File: src/design/tspq_pkg.sv
package tspq_pkg;

    localparam int VALUE_BITS = 16;
    localparam int ENTRIES    = 64;
    localparam int COUNT_MAX  = 2;

    localparam int ADD_W   = 16;
    localparam int QUERY_W = 17;
    localparam int IDX_W   = (ENTRIES > 1) ? $clog2(ENTRIES) : 1;
    localparam int USED_W  = $clog2(ENTRIES + 1);
    localparam int CNT_W   = $clog2(COUNT_MAX + 1);
    localparam int SUM_W   = (VALUE_BITS + 1 > QUERY_W) ? VALUE_BITS + 1 : QUERY_W;

    typedef enum logic
    {
        OPC_ADD  = 1'b0,
        OPC_FIND = 1'b1
    } opcode_t;

    typedef struct packed
    {
        logic load;
        logic adv_j;
        logic adv_i;
        logic inc;
        logic append;
        logic set_found;
        logic publish;
    } tspq_cmd_t;

    typedef struct packed
    {
        logic op_find;
        logic used_zero;
        logic match;
        logic pair_hit;
        logic j_last;
        logic i_last;
        logic out_free;
    } tspq_status_t;

endpackage

File: src/design/tspq_ctrl.sv
module tspq_ctrl
(
    input  logic                  clk,
    input  logic                  rst_n,
    input  logic                  req_valid,
    output logic                  req_ready,
    input  tspq_pkg::tspq_status_t status,
    output tspq_pkg::tspq_cmd_t    cmd
);
    import tspq_pkg::*;

    typedef enum logic [5:0]
    {
        S_IDLE     = 6'b000001,
        S_ADD_RD   = 6'b000010,
        S_ADD_CHK  = 6'b000100,
        S_FIND_RD  = 6'b001000,
        S_FIND_CHK = 6'b010000,
        S_DONE     = 6'b100000
    } state_t;

    state_t state_reg;
    state_t state_next;

    assign req_ready = (state_reg == S_IDLE);

    always_comb
    begin
        state_next = state_reg;
        cmd        = '0;
        case (state_reg)
            S_IDLE:
            begin
                if (req_valid)
                begin
                    cmd.load   = 1'b1;
                    state_next = status.op_find ? S_FIND_RD : S_ADD_RD;
                end
            end
            S_ADD_RD:
            begin
                if (status.used_zero)
                begin
                    cmd.append = 1'b1;
                    state_next = S_DONE;
                end
                else
                begin
                    state_next = S_ADD_CHK;
                end
            end
            S_ADD_CHK:
            begin
                if (status.match)
                begin
                    cmd.inc    = 1'b1;
                    state_next = S_DONE;
                end
                else if (status.j_last)
                begin
                    cmd.append = 1'b1;
                    state_next = S_DONE;
                end
                else
                begin
                    cmd.adv_j  = 1'b1;
                    state_next = S_ADD_RD;
                end
            end
            S_FIND_RD:
            begin
                state_next = status.used_zero ? S_DONE : S_FIND_CHK;
            end
            S_FIND_CHK:
            begin
                if (status.pair_hit)
                begin
                    cmd.set_found = 1'b1;
                    state_next    = S_DONE;
                end
                else if (status.j_last && status.i_last)
                begin
                    state_next = S_DONE;
                end
                else if (status.j_last)
                begin
                    cmd.adv_i  = 1'b1;
                    state_next = S_FIND_RD;
                end
                else
                begin
                    cmd.adv_j  = 1'b1;
                    state_next = S_FIND_RD;
                end
            end
            S_DONE:
            begin
                if (status.out_free)
                begin
                    cmd.publish = 1'b1;
                    state_next  = S_IDLE;
                end
            end
            default:
            begin
                state_next = S_IDLE;
            end
        endcase
    end

    always_ff @(posedge clk or negedge rst_n)
    begin
        if (!rst_n)
        begin
            state_reg <= S_IDLE;
        end
        else
        begin
            state_reg <= state_next;
        end
    end

endmodule

File: src/design/tspq_datapath.sv
module tspq_datapath
(
    input  logic                                 clk,
    input  logic                                 rst_n,
    input  logic                                 opcode,
    input  logic signed [tspq_pkg::ADD_W-1:0]    add_value,
    input  logic signed [tspq_pkg::QUERY_W-1:0]  query_sum,
    input  tspq_pkg::tspq_cmd_t                  cmd,
    output tspq_pkg::tspq_status_t               status,
    output logic                                 rsp_valid,
    input  logic                                 rsp_ready,
    output logic                                 pair_found,
    output logic                                 add_dropped
);
    import tspq_pkg::*;

    logic signed [VALUE_BITS-1:0] value_mem [ENTRIES];
    logic [CNT_W-1:0]             count_mem [ENTRIES];

    logic signed [VALUE_BITS-1:0] val_reg;
    logic signed [QUERY_W-1:0]    query_reg;
    logic [IDX_W-1:0]             i_reg;
    logic [IDX_W-1:0]             j_reg;
    logic [USED_W-1:0]            used_reg;
    logic signed [VALUE_BITS-1:0] rd_a_reg;
    logic signed [VALUE_BITS-1:0] rd_b_reg;
    logic [CNT_W-1:0]             cnt_b_reg;
    logic                         found_reg;
    logic                         dropped_reg;
    logic                         rsp_valid_reg;
    logic                         pair_found_reg;
    logic                         add_dropped_reg;

    logic                         full;
    logic [IDX_W-1:0]             i_inc;
    logic signed [SUM_W-1:0]      pair_sum;
    logic [CNT_W-1:0]             cnt_inc;

    assign full     = (used_reg == USED_W'(ENTRIES));
    assign i_inc    = i_reg + IDX_W'(1);
    assign pair_sum = SUM_W'(rd_a_reg) + SUM_W'(rd_b_reg);
    assign cnt_inc  = (cnt_b_reg == CNT_W'(COUNT_MAX)) ? cnt_b_reg : cnt_b_reg + CNT_W'(1);

    assign status.op_find   = (opcode == OPC_FIND);
    assign status.used_zero = (used_reg == '0);
    assign status.match     = (rd_b_reg == val_reg);
    assign status.pair_hit  = (pair_sum == SUM_W'(query_reg))
                              && ((i_reg != j_reg) || (cnt_b_reg == CNT_W'(COUNT_MAX)));
    assign status.j_last    = ((USED_W'(j_reg) + USED_W'(1)) == used_reg);
    assign status.i_last    = ((USED_W'(i_reg) + USED_W'(1)) == used_reg);
    assign status.out_free  = !rsp_valid_reg || rsp_ready;

    assign rsp_valid   = rsp_valid_reg;
    assign pair_found  = pair_found_reg;
    assign add_dropped = add_dropped_reg;

    // table storage
    always_ff @(posedge clk)
    begin
        rd_a_reg  <= value_mem[i_reg];
        rd_b_reg  <= value_mem[j_reg];
        cnt_b_reg <= count_mem[j_reg];
        if (cmd.append && !full)
        begin
            value_mem[used_reg[IDX_W-1:0]] <= val_reg;
            count_mem[used_reg[IDX_W-1:0]] <= CNT_W'(1);
        end
        else if (cmd.inc)
        begin
            count_mem[j_reg] <= cnt_inc;
        end
    end

    // transaction payload and scan indices
    always_ff @(posedge clk)
    begin
        if (cmd.load)
        begin
            val_reg   <= VALUE_BITS'(add_value);
            query_reg <= query_sum;
            i_reg     <= '0;
            j_reg     <= '0;
        end
        else if (cmd.adv_i)
        begin
            i_reg <= i_inc;
            j_reg <= i_inc;
        end
        else if (cmd.adv_j)
        begin
            j_reg <= j_reg + IDX_W'(1);
        end
        if (cmd.publish)
        begin
            pair_found_reg  <= found_reg;
            add_dropped_reg <= dropped_reg;
        end
    end

    always_ff @(posedge clk or negedge rst_n)
    begin
        if (!rst_n)
        begin
            used_reg      <= '0;
            found_reg     <= 1'b0;
            dropped_reg   <= 1'b0;
            rsp_valid_reg <= 1'b0;
        end
        else
        begin
            if (cmd.load)
            begin
                found_reg   <= 1'b0;
                dropped_reg <= 1'b0;
            end
            else if (cmd.set_found)
            begin
                found_reg <= 1'b1;
            end
            else if (cmd.append)
            begin
                if (full)
                begin
                    dropped_reg <= 1'b1;
                end
                else
                begin
                    used_reg <= used_reg + USED_W'(1);
                end
            end
            if (cmd.publish)
            begin
                rsp_valid_reg <= 1'b1;
            end
            else if (rsp_ready)
            begin
                rsp_valid_reg <= 1'b0;
            end
        end
    end

endmodule

File: src/design/two_sum_pair_query_table_core.sv
// two-sum pair query table
// request channel (req_valid/req_ready) carries opcode, add_value and query_sum;
// opcode add records add_value in a table of up to 64 distinct values, each
// with an occurrence count that saturates at two; opcode find reports whether
// two stored entries (or one entry added at least twice) sum to query_sum
// response channel (rsp_valid/rsp_ready) returns pair_found and add_dropped,
// exactly one response transaction per request transaction
// one request is worked at a time; each table read goes through the
// registered table memory; an add reads entries in turn up to the matching
// one (all used entries when none matches), and a find examines entry pairs
// (i <= j) in turn, at most used*(used+1)/2 of them, until one matches;
// the next request is accepted in the cycle after the response loads
// the result sits in an output register: the next request is accepted while
// a response still waits; if the receiver stalls, a finished request holds
// in its last step until the output register frees up
// reset empties the table and drops any response in flight; no clearing pass
module two_sum_pair_query_table_core
(
    input  logic                                 clk,
    input  logic                                 rst_n,
    input  logic                                 req_valid,
    output logic                                 req_ready,
    input  logic                                 opcode,
    input  logic signed [tspq_pkg::ADD_W-1:0]    add_value,
    input  logic signed [tspq_pkg::QUERY_W-1:0]  query_sum,
    output logic                                 rsp_valid,
    input  logic                                 rsp_ready,
    output logic                                 pair_found,
    output logic                                 add_dropped
);
    import tspq_pkg::*;

    tspq_cmd_t    cmd;
    tspq_status_t status;

    tspq_ctrl u_ctrl
    (
        .clk       (clk),
        .rst_n     (rst_n),
        .req_valid (req_valid),
        .req_ready (req_ready),
        .status    (status),
        .cmd       (cmd)
    );

    tspq_datapath u_datapath
    (
        .clk         (clk),
        .rst_n       (rst_n),
        .opcode      (opcode),
        .add_value   (add_value),
        .query_sum   (query_sum),
        .cmd         (cmd),
        .status      (status),
        .rsp_valid   (rsp_valid),
        .rsp_ready   (rsp_ready),
        .pair_found  (pair_found),
        .add_dropped (add_dropped)
    );

endmodule
File: config.mk
export PLATFORM = sky130hd
export DESIGN_NAME = two_sum_pair_query_table_core
export DESIGN_NICKNAME = d
export VERILOG_FILES = /design/src/design/tspq_pkg.sv /design/src/design/tspq_ctrl.sv /design/src/design/tspq_datapath.sv /design/src/design/two_sum_pair_query_table_core.sv
export SDC_FILE = /design/constraint.sdc
export NUM_CORES = 2
export LEC_CHECK = 0
export BUFFER_PORTS_ARGS = -buffer_cell sky130_fd_sc_hd__buf_2
export CAP_MARGIN = 10
export CORE_ASPECT_RATIO = 1.25
export CORE_MARGIN = 2
export CORE_UTILIZATION = 55
export CTS_CLUSTER_DIAMETER = 200
export DETAILED_ROUTE_END_ITERATION = 10
export GPL_TIMING_DRIVEN = 0
export PLACE_DENSITY = 0.76
export SLEW_MARGIN = 20
export SYNTH_ARGS = -nofsm -noshare
export SYNTH_HDL_FRONTEND = slang
export SYNTH_SLANG_ARGS = --single-unit
File: constraint.sdc
create_clock -name clk -period 5.4 [get_ports clk]
set_clock_uncertainty 0.15 [all_clocks]
set_input_delay 1.35 -clock clk [delete_from_list [all_inputs] [get_ports clk]]
set_output_delay 1.35 -clock clk [all_outputs]
set_load 0.005 [all_outputs]
Word-level counts from Yosys, hierarchy flattened --
Memory sizes are Yosys's and may differ from the RTL's. A register that Yosys moved wholly into a read port is not among the register bits. Cells that the tools add are included.
Storage, ports and cells: memories kept 2, output and inout bits 4, bits in writable memories 1152, logic and storage cells 103, bits of input ports 38, register bits after elaboration 63
Memory list:
- u_datapath.value_mem | depth 64, width 16, read ports 2, clocked after Yosys merged registers in 2, write ports 1, RTL line tspq_datapath.sv:17 | logic signed [VALUE_BITS-1:0] value_mem [ENTRIES];
- u_datapath.count_mem | depth 64, width 2, read ports 1, clocked after Yosys merged registers in 1, write ports 1, RTL line tspq_datapath.sv:18 | logic [CNT_W-1:0] count_mem [ENTRIES];
Operators by class: eq/ne operators 16, multiplexer cells 47, reductions and logical operators 17, bitwise gates (word level) 3, $add $sub $neg 7
Operators by type and width (count):
- 6-bit two-way mux | 11
- 6-bit case mux with 6 select lines | 1
- 1-bit two-way mux | 28
- 16-bit by 16-bit adder with 17-bit output | 1
- 17-bit == test | 1
- 16-bit == test | 1
- 6-bit by 1-bit adder with 7-bit output, second input constant | 2
- 7-bit == test | 2
- 6-bit by 1-bit adder with 6-bit output, second input constant | 2
- 2-bit nonzero test | 5
- 2-bit two-way mux | 4
- 7-bit by 1-bit adder with 7-bit output, second input constant | 1
- 7-bit == test, second input constant | 1
- 7-bit zero test | 1
- 6-bit by 1-bit == test with 1-bit output, second input constant | 1
- 6-bit by 2-bit == test with 1-bit output, second input constant | 1
- 6-bit by 3-bit == test with 1-bit output, second input constant | 1
- 6-bit by 4-bit == test with 1-bit output, second input constant | 1
- 6-bit by 5-bit == test with 1-bit output, second input constant | 1
- 6-bit == test, second input constant | 1
- 6-bit != test | 1
- 4-bit two-way mux | 1
- 2-bit != test, second input constant | 2
- 1-bit case mux with 2 select lines | 2
- 11 further kinds | 17

Longest topological paths before layout --
depth after elaboration 10, depth in mapped cells 13, mapped depth without buffers 12

Modules after synthesis --
From an unflattened synthesis, not the netlist that was laid out.
Second synthesis, totals: cells, all modules 2688, area total of the unflattened synthesis 57113.5 sq um
Modules (own cells, without submodules):
- tspq_datapath | cells an instance 2637, seq. area each 36815.3 sq um, area each 56674.4 sq um, instances 1
- tspq_ctrl | cells an instance 51, seq. area each 151.4 sq um, area each 439.2 sq um, instances 1

Worst setup path after synthesis --
No wires, ideal clock.
kind register to register, start point register u_datapath.val_reg[7], end point memory u_datapath.count_mem[0][1] (netlist bit) (data pin), data required time 4.883 ns, setup time 0.367 ns, buffers on the path 2, slack 1.347 ns, period minus slack after synthesis 4.053 ns, arrival time 3.535 ns, stages on the path, launching flop included 8, cell sequence edfxtp_1 > xnor2_1 > nand4_1 > nor4_1 > nor2b_1 > clkbuf_1 > clkbuf_1 > and2_1
Between the ends: word-level cells in the longest chain between the ends 8, elaborated cells on any way between the ends 11, those cells by class eq/ne: 1; mux: 8; reduce/logical: 2
RTL lines:
- start: declaration | RTL line tspq_datapath.sv:20 | logic signed [VALUE_BITS-1:0] val_reg;
- start signal: assignment | RTL line tspq_datapath.sv:79 | val_reg <= VALUE_BITS'(add_value);
- 16-bit == test * | RTL line tspq_datapath.sv:46 | assign status.match = (rd_b_reg == val_reg);
- 1-bit two-way mux | RTL line tspq_ctrl.sv:54 | if (status.match)
- 1-bit case mux with 2 select lines / 1-bit two-way mux (equally long branches) | RTL line tspq_ctrl.sv:31 | case (state_reg)
- 1-bit logical AND / 1-bit two-way mux (equally long branches) | RTL line tspq_datapath.sv:63, tspq_datapath.sv:68
- 1-bit two-way mux * | RTL line tspq_datapath.sv:63 | if (cmd.append && !full)
- 1-bit two-way mux (not written as such) * | RTL line tspq_datapath.sv:70 | count_mem[j_reg] <= cnt_inc;
- 2-bit OR reduction (no source line) *
- 2-bit two-way mux (no source line) *
- end: declaration | RTL line tspq_datapath.sv:18
Mark *: on every way between the ends. The rest lies on a longest branch, timed or not.

Final worst setup path --
start point register u_datapath.val_reg[14], end point memory u_datapath.value_mem[22][5] (enable)
Between the ends: word-level cells in the longest chain between the ends 6
RTL lines:
- 16-bit == test | RTL line tspq_datapath.sv:46
- 1-bit two-way mux | RTL line tspq_ctrl.sv:54
- 1-bit case mux with 2 select lines | RTL line tspq_ctrl.sv:31
- 1-bit logical AND | RTL line tspq_datapath.sv:63
- 1-bit two-way mux | RTL line tspq_datapath.sv:63
- 1-bit two-way mux (not written as such) | RTL line tspq_datapath.sv:65 | value_mem[used_reg[IDX_W-1:0]] <= val_reg;
- end: declaration | RTL line tspq_datapath.sv:17
No other way between the ends.

==> results.json <==
{
  "run_status": "complete, no violations",
  "worstPathArrival_ns": 5.29,
  "grt_overflow": 0,
  "synth_edf_count": 1187,
  "synth_top_flop_cell": "edfxtp_1",
  "clockRootBuffer": "clkbuf_16",
  "synth.most_common_cell": "edfxtp_1",
  "grt_pass1_vias": 33100,
  "synth_top_cell_area_share": 0.620,
  "final_core_util": 0.630,
  "htreeDepth": 3,
  "end_kind": "flop",
  "cts_tree": "built",
  "clock_latency_ns": 0.76,
  "final_max_slew_viol_count": 0,
  "grt_max_degree": 45,
  "hpwl_um": 132000,
  "drc": 0,
  "cts_hold_buf": 0,
  "core_area_sq_um": 104000,
  "min_from": "u_datapath.found_reg$_DFFE_PN0P_",
  "period_share": 0.925,
  "yosysUniqueCellTypes": 95,
  "critPathKind": "reg2reg",
  "worstPathCellList": "buf_8 > xnor2_1 > nand4_1 > nor4_1 > nor2_1 > nand4_1 > a21boi_2 > and2_1 > buf_2 > nand3_1 > nor2_2 > buf_8",
  "gp_congestion": 0.985,
  "r2r_slack_ns": 0.40,
  "fmax_mhz": 200,
  "vias": 33000,
  "required_ns": 5.69,
  "rsz0062_at_grt": "no",
  "yosysTopAreaCell": "edfxtp_1",
  "period_minus_slack_ns": 5.00,
  "vdd_drop_max_v": 0.000260,
  "antenna_found_initial": 14,
  "cts_setup_buffers": 0,
  "synth_area_per_cell_sq_um": 21.0,
  "nFillCells": 6844,
  "dieArea_sq_um": 107000,
  "synth_area_leaders": "edfxtp_1, mux4_2, dfxtp_1",
  "hp-class": "reg2reg",
  "cp-startpoint": "u_datapath.val_reg[14]$_DFFE_PP_",
  "synth_warnings": 0,
  "cts_resized": 0,
  "ios": 42,
  "async_reset_ff_frac": 0.0128,
  "slew_headroom": 0.176,
  "via_per_inst": 7.40,
  "drtIter0Drc": 5091,
  "floorplan.rows": 132,
  "cap_violations": 0,
  "area_growth_pct": 13.6,
  "initial_core_util": 0.554,
  "synth_area_sq_um": 57500,
  "cts_buffer_depth": 3,
  "clock-sinks": 1249,
  "slowest_delay_ns": 0.92,
  "hold_viol": 0,
  "first_pass_iters": 8,
  "design_area_sq_um": 65300,
  "power.density_nw_per_um2": 363,
  "r2r_start": "u_datapath.val_reg[14]$_DFFE_PP_",
  "p_leak_nw": 19.8,
  "die_h_um": 365,
  "grt_pass1_wl_um": 249000,
  "synth_common_cells": "edfxtp_1, mux4_2, nor2_1",
  "syn-instance-count": 2739,
  "worstMarginPinSlew_ns": 1.24,
  "critPathMaxFanout": 21,
  "syn_nets": 2800,
  "setup_viol": 0,
  "drive_above_1_share": 0.392,
  "antenna_left": 0,
  "place_area_sq_um": 61200,
  "crit_path_start_kind": "flop",
  "die_w_um": 293,
  "yosysSeqAreaShare": 0.643,
  "drt-wirelength-per-cell_um": 40.0,
  "nets": 3069,
  "totalWireLength_um": 178000,
  "largest_reg_flops": 1024,
  "cts_buffers": 117,
  "path_clk_slew_ns": 0.07,
  "crit_slowest_cell": "nor2_2",
  "ys_seq_elements": 1249,
  "io_buffers": 41,
  "grt_usage": 0.338
}
stage by stage:
| stage | setup TNS, ns | cells | setup slack [ns] | total power [mW] | hold slack (ns) |
|---|---|---|---|---|---|
| global route | 0 | 4446 | 0.380 | 24.3 | 0.345 |
| floorplan | 0 | 2739 | 1.35 | 13.6 | 0.275 |
| CTS | 0 | 4445 | 0.623 | 23.7 | 0.330 |
| global placement | -913.04 | 4120 | -1.14 | 14.8 | 0.291 |
| finish | 0 | 4455 | 0.402 | 23.7 | 0.329 |
| detailed placement | 0 | 4228 | 0.653 | 15.1 | 0.308 |
cell type report:
type                            instances  area [sq um]  share of cell area
Clock inverter                         75           901              0.0138
Sequential cell                      1249         37000               0.566
Timing Repair Buffer                  150          1840              0.0282
Antenna cell                            9          22.5            0.000345
Tap cell                             1340          1680              0.0257
Inverter                               10          38.8            0.000594
Multi-Input combinational cell       1279         19900               0.304
Buffer                                201           881              0.0135
Clock buffer                          142          3130              0.0479
cells in the final DEF, fill, tap and decap left out, types with 14 or more instances in the layout:
| cell | instances |
|---|---|
| buf_6 | 29 |
| buf_2 | 77 |
| dfrtp_1 | 15 |
| xor2_1 | 24 |
| xnor2_1 | 47 |
| nor2_2 | 59 |
| nand2b_1 | 14 |
| clkinv_2 | 18 |
| bufinv_16 | 17 |
| nand3_1 | 22 |
| clkbuf_2 | 28 |
| a21oi_1 | 24 |
| clkinv_1 | 21 |
| clkbuf_1 | 109 |
| dfxtp_1 | 46 |
| nand2_1 | 44 |
| clkbuf_16 | 121 |
| mux4_2 | 714 |
| edfxtp_1 | 1187 |
| nor3_1 | 18 |
| ha_1 | 22 |
| buf_1 | 42 |
| nor2b_1 | 18 |
| o21ai_0 | 17 |
| nor2_1 | 93 |
| buf_8 | 68 |
where the power goes:
group	internal, mW	switching (mW)
sequential	11.3	0.276
clock	4.96	3.75
combinational	1.30	2.12
total	17.6	6.14
worst paths after layout:
check / to / cells past startpoint
worst min register to register: u_datapath.pair_found$_DFFE_PP_ / 0
worst min-delay path: u_datapath.pair_found$_DFFE_PP_ / 0
min in group asynchronous: u_datapath.found_reg$_DFFE_PN0P_ / 1
worst max register to register: u_datapath.value_mem[22][5]$_DFFE_PP_ / 12
max in group asynchronous: u_ctrl.state_reg[0]$_DFFE_PN1P_ / 1
worst max-delay path: u_datapath.value_mem[22][5]$_DFFE_PP_ / 12
metal layers:
layer,track usage,part of all wire
met1,0.407,0.32
met2,0.534,0.48
met3,0.100,0.13
met4,0.230,0.080
met5,0,0.00071
critical path, delay by kind of cell (launching register included):
kind                      cells  cell delay (ns)
DFF                           1             0.80
AOI/OAI and AO/OA             1             0.38
and+or+nand+nor               7             2.47
xor gates and xnor gates      1             0.11
buffers and inverters         3             0.73
cells by family (layout without fill, tap and decap cells):
| family | count (synthesis) | in the layout | share of synthesized area |
|---|---|---|---|
| and+or+nand+nor | 352 | 352 | 0.0303 |
| DFF | 1249 | 1249 | 0.643 |
| buffers and inverters | 211 | 578 | 0.0149 |
| muxes | 722 | 722 | 0.281 |
| adders and majority gates | 23 | 23 | 0.00514 |
| other | 0 | 9 | 0 |
| xor gates and xnor gates | 71 | 71 | 0.0108 |
| AOI/OAI and AO/OA | 111 | 111 | 0.0147 |
No activity file was read; power rests on OpenSTA's default activity.
